`config.mk`:
```
export PLATFORM = sky130hd
export DESIGN_NAME = audio_ethernet_frame_deframer_unit
export DESIGN_NICKNAME = d
export VERILOG_FILES = /design/src/sv/aefd_pkg.sv /design/src/sv/aefd_parse.sv /design/src/sv/aefd_outq.sv /design/src/sv/audio_ethernet_frame_deframer_unit.sv
export SDC_FILE = /design/constraint.sdc
export NUM_CORES = 1
export LEC_CHECK = 0
export BUFFER_PORTS_ARGS = -buffer_cell sky130_fd_sc_hd__buf_2
export CORE_AREA = 10 10 248 309
export CTS_BUF_LIST = sky130_fd_sc_hd__clkbuf_4
export CTS_CLUSTER_DIAMETER = 120
export DETAILED_ROUTE_END_ITERATION = 16
export DIE_AREA = 0 0 258 319
export PLACE_DENSITY = 0.78
export SYNTH_ARGS = -nofsm -noshare
export SYNTH_HDL_FRONTEND = slang
export SYNTH_HIERARCHICAL = 1
export SYNTH_SLANG_ARGS = --single-unit
```
`constraint.sdc`:
```
create_clock -name clk -period 49 [get_ports clk]
set_input_delay 9.8 -clock clk [delete_from_list [all_inputs] [get_ports clk]]
set_output_delay 9.8 -clock clk [all_outputs]
set_load 0.01 [all_outputs]
```
`src/sv/aefd_pkg.sv`:
```
`default_nettype none
// ----------------------------------------------------------------------------
// aefd_pkg
// Shared types and constants of the audio frame deframer: result record,
// result kinds, frame status codes and parameter defaults.
// ----------------------------------------------------------------------------
package aefd_pkg;

  // Parameter defaults
  localparam int DefMaxChannels     = 64;
  localparam int DefMinFrameBytes   = 60;
  localparam int DefCounterOffset   = 14;
  localparam int DefStreamOffset    = 15;
  localparam int DefAudioBaseOffset = 16;
  localparam int DefMaxFrameBytes   = 2047;

  // Result queue depth; input is held off unless two entries are free
  localparam int QueueDepth = 4;

  // Width used to compare frame length against the minimum length
  localparam int CmpW = 17;

  // Largest limit the 7-bit channel register can express
  localparam int LimitCeil = 127;

  localparam logic [6:0] ChannelLimitReset = 7'd64;

  typedef enum logic {
    KIND_SAMPLE  = 1'b0,
    KIND_SUMMARY = 1'b1
  } kind_t;

  typedef enum logic [1:0] {
    STATUS_OK        = 2'd0,
    STATUS_SHORT     = 2'd1,
    STATUS_NOT_BCAST = 2'd2
  } status_t;

  typedef enum logic [1:0] {
    PHASE_HI  = 2'd0,
    PHASE_MID = 2'd1,
    PHASE_LO  = 2'd2
  } phase_t;

  typedef struct packed {
    kind_t              result_kind;
    logic signed [23:0] sample_value;
    logic [5:0]         sample_channel;
    logic [47:0]        dst_address;
    logic [47:0]        src_address;
    logic [15:0]        ether_type;
    logic [4:0]         sequence_counter;
    logic [7:0]         stream_kind;
    logic [6:0]         channel_total;
    status_t            frame_status;
    logic               run_last;
  } result_t;

  // Up to two results caused by one input beat; second implies first
  typedef struct packed {
    logic    v0;
    logic    v1;
    result_t r0;
    result_t r1;
  } result_pair_t;

endpackage
`default_nettype wire

```
`src/sv/aefd_parse.sv`:
```
`default_nettype none
// ----------------------------------------------------------------------------
// aefd_parse
// Per-frame parser: tracks byte position, captures header fields, assembles
// 24-bit samples and builds the sample and end-of-frame summary results.
// ----------------------------------------------------------------------------
module aefd_parse
  import aefd_pkg::*;
#(
  parameter int CHANNEL_CEILING    = DefMaxChannels,
  parameter int MIN_FRAME_BYTES    = DefMinFrameBytes,
  parameter int COUNTER_OFFSET     = DefCounterOffset,
  parameter int STREAM_TYPE_OFFSET = DefStreamOffset,
  parameter int AUDIO_BASE_OFFSET  = DefAudioBaseOffset,
  parameter int MAX_FRAME_BYTES    = DefMaxFrameBytes
) (
  input  wire logic         clk,
  input  wire logic         rst,
  input  wire logic         fire,
  input  wire logic [7:0]   in_byte,
  input  wire logic         frame_end,
  input  wire logic [6:0]   channel_limit,
  output result_pair_t      push
);

  localparam int PW     = $clog2(MAX_FRAME_BYTES + 1);
  localparam int CapLim = (CHANNEL_CEILING > LimitCeil) ? LimitCeil : CHANNEL_CEILING;

  logic [PW-1:0] byte_position, byte_position_next;
  logic [47:0]   dst_shift, dst_shift_next;
  logic [47:0]   src_shift, src_shift_next;
  logic [15:0]   type_shift, type_shift_next;
  logic [4:0]    counter_hold, counter_hold_next;
  logic [7:0]    stream_hold, stream_hold_next;
  logic [15:0]   sample_partial, sample_partial_next;
  phase_t        sample_phase, sample_phase_next;
  logic [6:0]    channels_seen, channels_seen_next;
  logic          broadcast_ok, broadcast_ok_next;

  logic [6:0]    limit;
  logic          emit;
  logic [23:0]   raw;
  status_t       status;
  result_t       sample_res;
  result_t       summary_res;

  // Decode one byte against the frame layout
  always_comb begin
    byte_position_next  = byte_position;
    dst_shift_next      = dst_shift;
    src_shift_next      = src_shift;
    type_shift_next     = type_shift;
    counter_hold_next   = counter_hold;
    stream_hold_next    = stream_hold;
    sample_partial_next = sample_partial;
    sample_phase_next   = sample_phase;
    channels_seen_next  = channels_seen;
    broadcast_ok_next   = broadcast_ok;
    emit                = 1'b0;
    raw                 = {sample_partial, in_byte};

    limit = (channel_limit < 7'(CapLim)) ? channel_limit : 7'(CapLim);

    // Header shift registers
    if (byte_position < PW'(6)) begin
      dst_shift_next = {dst_shift[39:0], in_byte};
      if (in_byte != 8'hff) begin
        broadcast_ok_next = 1'b0;
      end
    end else if (byte_position < PW'(12)) begin
      src_shift_next = {src_shift[39:0], in_byte};
    end else if (byte_position < PW'(14)) begin
      type_shift_next = {type_shift[7:0], in_byte};
    end
    if (byte_position == PW'(COUNTER_OFFSET)) begin
      counter_hold_next = in_byte[4:0];
    end
    if (byte_position == PW'(STREAM_TYPE_OFFSET)) begin
      stream_hold_next = in_byte;
    end

    // Sample assembly, most significant byte first
    if (byte_position >= PW'(AUDIO_BASE_OFFSET)) begin
      case (sample_phase)
        PHASE_HI: begin
          sample_partial_next = {8'd0, in_byte};
          sample_phase_next   = PHASE_MID;
        end
        PHASE_MID: begin
          sample_partial_next = {sample_partial[7:0], in_byte};
          sample_phase_next   = PHASE_LO;
        end
        default: begin
          sample_partial_next = 16'd0;
          sample_phase_next   = PHASE_HI;
          if (broadcast_ok_next && (channels_seen < limit)) begin
            emit               = 1'b1;
            channels_seen_next = channels_seen + 7'd1;
          end
        end
      endcase
    end

    // Saturating position count
    if (byte_position != PW'(MAX_FRAME_BYTES)) begin
      byte_position_next = byte_position + PW'(1);
    end

    // Status: too short wins over not broadcast
    if (CmpW'(byte_position_next) < CmpW'(MIN_FRAME_BYTES)) begin
      status = STATUS_SHORT;
    end else if (!broadcast_ok_next) begin
      status = STATUS_NOT_BCAST;
    end else begin
      status = STATUS_OK;
    end

    sample_res                = '0;
    sample_res.result_kind    = KIND_SAMPLE;
    sample_res.sample_value   = raw;
    sample_res.sample_channel = channels_seen[5:0];

    summary_res                  = '0;
    summary_res.result_kind      = KIND_SUMMARY;
    summary_res.dst_address      = dst_shift_next;
    summary_res.src_address      = src_shift_next;
    summary_res.ether_type       = type_shift_next;
    summary_res.sequence_counter = counter_hold_next;
    summary_res.stream_kind      = stream_hold_next;
    summary_res.channel_total    = channels_seen_next;
    summary_res.frame_status     = status;
    summary_res.run_last         = 1'b1;

    // Sample goes ahead of the summary on the same beat
    push.v0 = fire && (emit || frame_end);
    push.v1 = fire && emit && frame_end;
    push.r0 = emit ? sample_res : summary_res;
    push.r1 = summary_res;
  end

  // Advance frame state on each accepted beat; clear it at frame end
  always_ff @(posedge clk) begin
    if (rst || (fire && frame_end)) begin
      byte_position  <= '0;
      dst_shift      <= '0;
      src_shift      <= '0;
      type_shift     <= '0;
      counter_hold   <= '0;
      stream_hold    <= '0;
      sample_partial <= '0;
      sample_phase   <= PHASE_HI;
      channels_seen  <= '0;
      broadcast_ok   <= 1'b1;
    end else if (fire) begin
      byte_position  <= byte_position_next;
      dst_shift      <= dst_shift_next;
      src_shift      <= src_shift_next;
      type_shift     <= type_shift_next;
      counter_hold   <= counter_hold_next;
      stream_hold    <= stream_hold_next;
      sample_partial <= sample_partial_next;
      sample_phase   <= sample_phase_next;
      channels_seen  <= channels_seen_next;
      broadcast_ok   <= broadcast_ok_next;
    end
  end

endmodule
`default_nettype wire

```
`src/sv/aefd_outq.sv`:
```
`default_nettype none
// ----------------------------------------------------------------------------
// aefd_outq
// Small result queue: takes up to two results per cycle, hands out one per
// cycle while it is popped, and reports when two entries are free.
// ----------------------------------------------------------------------------
module aefd_outq
  import aefd_pkg::*;
(
  input  wire logic          clk,
  input  wire logic          rst,
  input  wire result_pair_t  push,
  input  wire logic          pop,
  output result_t            head,
  output logic               not_empty,
  output logic               room2
);

  localparam int PtrW = $clog2(QueueDepth);
  localparam int CntW = $clog2(QueueDepth + 1);

  result_t         entries [QueueDepth];
  logic [PtrW-1:0] wr_ptr, wr_ptr_next;
  logic [PtrW-1:0] rd_ptr;
  logic [CntW-1:0] count, count_next;
  logic [CntW-1:0] n_push;

  assign n_push    = CntW'(push.v0) + CntW'(push.v1);
  assign not_empty = (count != '0);
  assign room2     = (count <= CntW'(QueueDepth - 2));
  assign head      = entries[rd_ptr];

  always_comb begin
    wr_ptr_next = wr_ptr + PtrW'(n_push);
    count_next  = count + n_push - CntW'(pop);
  end

  // Write payload entries
  always_ff @(posedge clk) begin
    if (push.v0) begin
      entries[wr_ptr] <= push.r0;
    end
    if (push.v1) begin
      entries[wr_ptr + PtrW'(1)] <= push.r1;
    end
  end

  // Move pointers and fill count
  always_ff @(posedge clk) begin
    if (rst) begin
      wr_ptr <= '0;
      rd_ptr <= '0;
      count  <= '0;
    end else begin
      wr_ptr <= wr_ptr_next;
      count  <= count_next;
      if (pop) begin
        rd_ptr <= rd_ptr + PtrW'(1);
      end
    end
  end

endmodule
`default_nettype wire

```
`src/sv/audio_ethernet_frame_deframer_unit.sv`:
```
`default_nettype none
// ----------------------------------------------------------------------------
// audio_ethernet_frame_deframer_unit
// Byte-wide Ethernet audio deframer with per-frame summary.
// ----------------------------------------------------------------------------
// Takes one frame byte per beat, one byte every clock while in_ready is high.
// Each byte is decoded in the cycle it is accepted; its results (a sample, a
// summary, or a sample then a summary on the final byte) enter a four-entry
// result queue and leave it one per cycle while out_ready is high. in_ready
// drops only when fewer than two queue entries are free, so with the output
// draining every cycle the input never stalls. Samples are passed only for
// broadcast frames; a frame whose summary status is not ok should have its
// samples discarded. channel_limit may be written at any time the block idles.
// ----------------------------------------------------------------------------
module audio_ethernet_frame_deframer_unit
  import aefd_pkg::*;
#(
  parameter int CHANNEL_CEILING    = DefMaxChannels,
  parameter int MIN_FRAME_BYTES    = DefMinFrameBytes,
  parameter int COUNTER_OFFSET     = DefCounterOffset,
  parameter int STREAM_TYPE_OFFSET = DefStreamOffset,
  parameter int AUDIO_BASE_OFFSET  = DefAudioBaseOffset,
  parameter int MAX_FRAME_BYTES    = DefMaxFrameBytes
) (
  input  wire logic               clk,
  input  wire logic               rst,
  // configuration write channel
  input  wire logic               cfg_valid,
  output logic                    cfg_ready,
  input  wire logic [6:0]         channel_limit,
  // byte input
  input  wire logic               in_valid,
  output logic                    in_ready,
  input  wire logic [7:0]         in_byte,
  input  wire logic               frame_end,
  // result output
  output logic                    out_valid,
  input  wire logic               out_ready,
  output logic                    result_kind,
  output logic signed [23:0]      sample_value,
  output logic [5:0]              sample_channel,
  output logic [47:0]             dst_address,
  output logic [47:0]             src_address,
  output logic [15:0]             ether_type,
  output logic [4:0]              sequence_counter,
  output logic [7:0]              stream_kind,
  output logic [6:0]              channel_total,
  output logic [1:0]              frame_status,
  output logic                    run_last
);

  logic         limit_reg;
  logic [6:0]   chan_limit;
  logic         in_fire;
  logic         room2;
  result_pair_t push;
  result_t      head;

  assign cfg_ready = 1'b1;
  assign limit_reg = cfg_valid && cfg_ready;
  assign in_ready  = room2;
  assign in_fire   = in_valid && in_ready;

  // Hold the channel limit register
  always_ff @(posedge clk) begin
    if (rst) begin
      chan_limit <= ChannelLimitReset;
    end else if (limit_reg) begin
      chan_limit <= channel_limit;
    end
  end

  aefd_parse #(
    .CHANNEL_CEILING    (CHANNEL_CEILING),
    .MIN_FRAME_BYTES    (MIN_FRAME_BYTES),
    .COUNTER_OFFSET     (COUNTER_OFFSET),
    .STREAM_TYPE_OFFSET (STREAM_TYPE_OFFSET),
    .AUDIO_BASE_OFFSET  (AUDIO_BASE_OFFSET),
    .MAX_FRAME_BYTES    (MAX_FRAME_BYTES)
  ) u_parse (
    .clk           (clk),
    .rst           (rst),
    .fire          (in_fire),
    .in_byte       (in_byte),
    .frame_end     (frame_end),
    .channel_limit (chan_limit),
    .push          (push)
  );

  aefd_outq u_outq (
    .clk       (clk),
    .rst       (rst),
    .push      (push),
    .pop       (out_valid && out_ready),
    .head      (head),
    .not_empty (out_valid),
    .room2     (room2)
  );

  // Unpack the head result onto the output ports
  assign result_kind      = head.result_kind;
  assign sample_value     = head.sample_value;
  assign sample_channel   = head.sample_channel;
  assign dst_address      = head.dst_address;
  assign src_address      = head.src_address;
  assign ether_type       = head.ether_type;
  assign sequence_counter = head.sequence_counter;
  assign stream_kind      = head.stream_kind;
  assign channel_total    = head.channel_total;
  assign frame_status     = head.frame_status;
  assign run_last         = head.run_last;

endmodule
`default_nettype wire

```
* Word-level counts from Yosys, hierarchy flattened
Memories as Yosys holds them, arrays and structs flattened. A register that Yosys moved wholly into a read port is not among the register bits.
Index checks and enable logic that the tools add are counted.
** Word-level totals
- Flip-flop bits (word level) :: 176
- Memory bits (writable) :: 664
- Bits of input ports :: 21
- Output and inout port bits :: 169
- Logic and storage cells :: 78
- Memories kept :: 1
** Operators by class
- Add/subtract/negate cells :: 8
- $lt $le $gt $ge :: 8
- Eq/ne operators :: 5
- Muxes and demuxes :: 29
- Reduce and logical (&&, ||, !) cells :: 13
** Memories
- u_outq.entries :: depth 4, width 166, read ports 1, clocked after memory_dff 1, wr ports 2, RTL line aefd_outq.sv:22 : result_t entries [QueueDepth];
** Operators by type and width (count)
- $mux W166 :: 1
- $mux W48 :: 3
- $mux W16 :: 3
- $pmux W16 S2 :: 1
- $mux W7 :: 4
- $eq A11 B4 Y1 const B :: 2
- $lt A11 B4 Y1 const B :: 2
- $add A11 B1 Y11 const B :: 1
- $ge A11 B5 Y1 const B :: 1
- $lt A11 B3 Y1 const B :: 1
- $lt A11 B6 Y1 const B :: 1
- $mux W11 :: 1
- $ne A11 B11 Y1 const B :: 1
- $mux W1 :: 9
- $mux W2 :: 4
- $mux W8 :: 1
- $ne A8 B8 Y1 const B :: 1
- $add A7 B1 Y7 const B :: 1
- $logic_and A1 B1 Y1 :: 7
- $lt A7 B7 Y1 :: 1
- $lt A7 B7 Y1 const B :: 1
- $mux W5 :: 1
- $add A2 B1 Y2 const B :: 2
- $pmux W2 S2 :: 1
- 11 further kinds :: 12

* Logic depth before layout (Yosys ltp)
- Word-level depth :: 12
- Mapped depth :: 16
- Mapped depth without buffers :: 15

* By module
Netlist, hierarchy kept.
** By module, submodules not included
- aefd_outq :: instances 1, cells an instance 1653, area each 32312.2 µm², seq. area each 20119.3 µm²
- aefd_parse :: instances 1, cells an instance 1145, area each 9401.5 µm², seq. area each 3243.1 µm²
- audio_ethernet_frame_deframer_unit :: instances 1, cells an instance 26, area each 275.3 µm², seq. area each 140.1 µm²

* Least setup slack after synthesis
OpenSTA, ideal clock, no wires.
- Path type :: input port to flip-flop
- Start :: in in_valid
- End :: mem u_outq/entries[2][0] (netlist bit) (enable)
- Library setup time :: 0.921 ns
- Arrival time :: 22.273 ns
- Data required time :: 48.079 ns
- Path slack :: 25.806 ns
- Cell stages on the path :: 6
- Path buffers :: 1
- Cells stage by stage :: and2_1 > clkbuf_1 > inv_1 > nor2_1 > nand2b_1 > o21ai_0
** RTL lines
- from (decl) :: RTL line audio_ethernet_frame_deframer_unit.sv:32 : input wire logic in_valid,
- to (decl) :: RTL line aefd_outq.sv:22

==> impl_metrics.env <==
export IMPL_dr_pass1_iters=6
export IMPL_arrival_ns=3.92
export IMPL_wl_met3_um=6800
export IMPL_ys_ff_latch=842
export IMPL_hold_class="flip-flop to flip-flop"
export IMPL_fin_hold_ws_ns=0.4520
export IMPL_drt_wirelength_per_cell_um=24.20
export IMPL_finClkSkew_ns=0.07635
export IMPL_syn_to_final_growth_pct=9.586
export IMPL_reg2reg_setup_slack_ns=43.49
export IMPL_clock_latency_ns=1.09
export IMPL_synth_area_um2=41990
export IMPL_outcome="complete, no violations"
export IMPL_async_flop_share=0
export IMPL_critPathKind="flip-flop to primary output"
export IMPL_via_per_inst=6.050
export IMPL_syn_area_per_cell_um2=14.87
export IMPL_io_buffer_count=188
export IMPL_die_width_um=258
export IMPL_min_period_ns=13.72
export IMPL_drive_gt1_frac=0.4572
export IMPL_synth_edf_count=664
export IMPL_drcViolationCount=0
export IMPL_worst_slew_pin_slew_ns=1.185
export IMPL_synthMuxAreaShare=0.3126
export IMPL_hold_viol_final=0
export IMPL_power_density_nw_per_um2=37.23
export IMPL_dieArea_um2=82300
export IMPL_cts_setup_buffers=0
export IMPL_yosys_cell_count_top_type="mux2_2"
export IMPL_detail_route_iter0_violations=1991
export IMPL_yosysSeqAreaShare=0.5597
export IMPL_nets=3073
export IMPL_timing_slew_headroom=0.2099
export IMPL_cp_max_fo=47
export IMPL_cts_hold_buffers=0
export IMPL_crit_path_top_delay_cell="dfxtp_4"
export IMPL_r2r_cells=10
export IMPL_drv_slew=0
export IMPL_cts_tree="yes"
export IMPL_postCtsResizedCells=0
export IMPL_synth_simple_area_share=0.06442
export IMPL_grt_usage=0.2429
export IMPL_r2r_start="u_parse/channels_seen[4]"
export IMPL_ys_flop_type="edfxtp_1"
export IMPL_wl_met2_um=52280
export IMPL_ir_drop_mv=0.04370
export IMPL_finalWeightedCongestion=0.7842
export IMPL_synth_top_area_cell="edfxtp_1"
export IMPL_ant_nets=0
export IMPL_crit_chain="buf_4 -> mux4_2 -> buf_2"
export IMPL_syn_inst=2824
export IMPL_ios=190
export IMPL_cts_buffers=201
export IMPL_root_buffer="clkbuf_4"
export IMPL_chipHeight_um=319
export IMPL_antenna_found_initial=4
export IMPL_clk_pin_slew_ns=0.07
export IMPL_yosys_top_cells_area="edfxtp_1 47%, mux2_2 18%, mux4_2 8.9%, dfxtp_1 8.5%, and2_1 2.5%"
export IMPL_crit_path_max_incr_delay_ns=1.02
export IMPL_fin_ws_ns=35.28
export IMPL_synthXorXnorAreaFrac=0.003486
export IMPL_synth_compound_area_frac=0.02160
export IMPL_critPathCapture="dst_address[23]"
export IMPL_synth_fa_ha_area_frac=0.003755
export IMPL_dp_slack_ns=35.13
export IMPL_timing_setup_tns_ns=0
export IMPL_overflow=0
export IMPL_vias=25200
export IMPL_coreArea_um2=70510
export IMPL_totalWireLength_um=100800
export IMPL_setup_viol=0
export IMPL_h_tree_depth=4
export IMPL_fill_cells=5071
export IMPL_maxCapViolCount=0
export IMPL_start_util=0.5955
export IMPL_netlist_area_leader_share=0.4749
export IMPL_hpwl_um=56110
export IMPL_cp_end_kind="primary output"
export IMPL_rr_endpoint="u_outq/entries[0][77]"
export IMPL_ys_warn_count=6
export IMPL_grt_pass1_wl_um=154900
export IMPL_grt_pass1_vias=26950
export IMPL_numClockSinks=842
export IMPL_dp_cells=3780
export IMPL_wl_met1_um=39540
export IMPL_p_leak_uw=0.01749
export IMPL_required_ns=39.20
export IMPL_rsz0062_at_grt="false"
export IMPL_ctsLongestPathBuffers=3
export IMPL_routed_top_layer="met5"
export IMPL_fin_crit_sh=0.2799
export IMPL_fin_cells=4165
export IMPL_fmax_mhz=72.90
export IMPL_grt_max_degree=167
export IMPL_synth_top_family_by_area="multiplexers"
export IMPL_synth_common_cells="672 x mux2_2, 664 x edfxtp_1, 231 x nand2_1"
export IMPL_ys_types=62
export IMPL_num_rows=109
export IMPL_worstSetupStartpointType="flip-flop"
export IMPL_power_uw=1713
[layout by cell type, fill, tap and decap left out, types with 32 or more instances in the layout]
master and instances:
a21oi_1 131, and2_1 168, buf_2 188, buf_4 32
clkbuf_4 338, conb_1 33, dfxtp_1 176, edfxtp_1 664
mux2_1 89, mux2_2 672, mux2i_1 38, mux4_2 166
nand2_1 229, nor2_1 62
[worst min path at each step]
stage / from / end / slack, ns / cells past startpoint
2_1_floorplan: u_parse/sample_partial[10] / u_parse/sample_partial[10] / 0.43 / 2
3_3_place_gp: u_parse/sample_partial[11] / u_parse/sample_partial[11] / 0.44 / 2
3_5_place_dp: u_parse/sample_partial[11] / u_parse/sample_partial[11] / 0.44 / 2
4_1_cts: u_parse/sample_partial[11] / u_parse/sample_partial[11] / 0.46 / 2
5_1_grt: u_parse/src_shift[41] / u_parse/src_shift[41] / 0.48 / 2
6_report: u_parse/sample_partial[15] / u_parse/sample_partial[15] / 0.45 / 2
[registers in the layout, summed over array words and instances, names as in the netlist, named ones only]
register,flops
u_parse/byte_position,11
u_parse/dst_shift,48
u_outq/wr_ptr,2
u_parse/stream_hold,8
u_parse/broadcast_ok,1
u_outq/rd_ptr,2
u_parse/sample_phase,2
u_parse/src_shift,48
u_parse/sample_partial,16
u_outq/count,3
u_parse/counter_hold,5
u_parse/channels_seen,7
u_outq/entries,664
chan_limit,7
u_parse/type_shift,16
[power by group]
group	internal [µW]	leakage [µW]	switching [µW]	total, µW
clock	326	0.00166	281	607
sequential	792	0.00768	21.5	814
combinational	129	0.00815	164	293
total	1250	0.0175	466	1710
[worst max-delay path: cells and delay by family (launching register included)]
| family | cells | cell delay [ns] |
|---|---|---|
| buf+inv | 2 | 1.10 |
| flops | 1 | 1.02 |
| mux | 1 | 0.68 |
[per-layer routing]
metal,vias to the layer above,global-route usage
met3,154,0.05239
met4,2,0.07904
met2,893,0.4240
li1,11280,-
met5,-,0
met1,12870,0.2955
[metrics by stage]
step	instance area [µm²]	utilization
floorplan	42100	-
global placement	43200	0.6127
detailed placement	43200	0.6127
CTS	46000	0.6524
global route	46000	0.6525
finish	46010	0.6526
[cell type report]
cell class / instances / area [µm²] / area share
multi-input combinational: 1761 / 17260 / 0.3751
tap: 943 / 1180 / 0.02564
inverter: 13 / 51.30 / 0.001115
antenna: 7 / 17.52 / 0.0003807
clock buffer: 338 / 2537 / 0.05514
timing repair buffer: 221 / 1201 / 0.02610
sequential: 842 / 23510 / 0.5109
clock inverter: 40 / 256.5 / 0.005574
[logic make-up after synthesis]
| kind of cell | Yosys count |
|---|---|
| muxes | 994 |
| DFF | 842 |
| and+or+nand+nor | 543 |
| buffers and inverters | 251 |
| AOI/OAI and AO/OA | 164 |
| xor gates and xnor gates | 15 |
| adders and majority gates | 12 |
| other | 3 |
(Power assumes the default switching activity.)
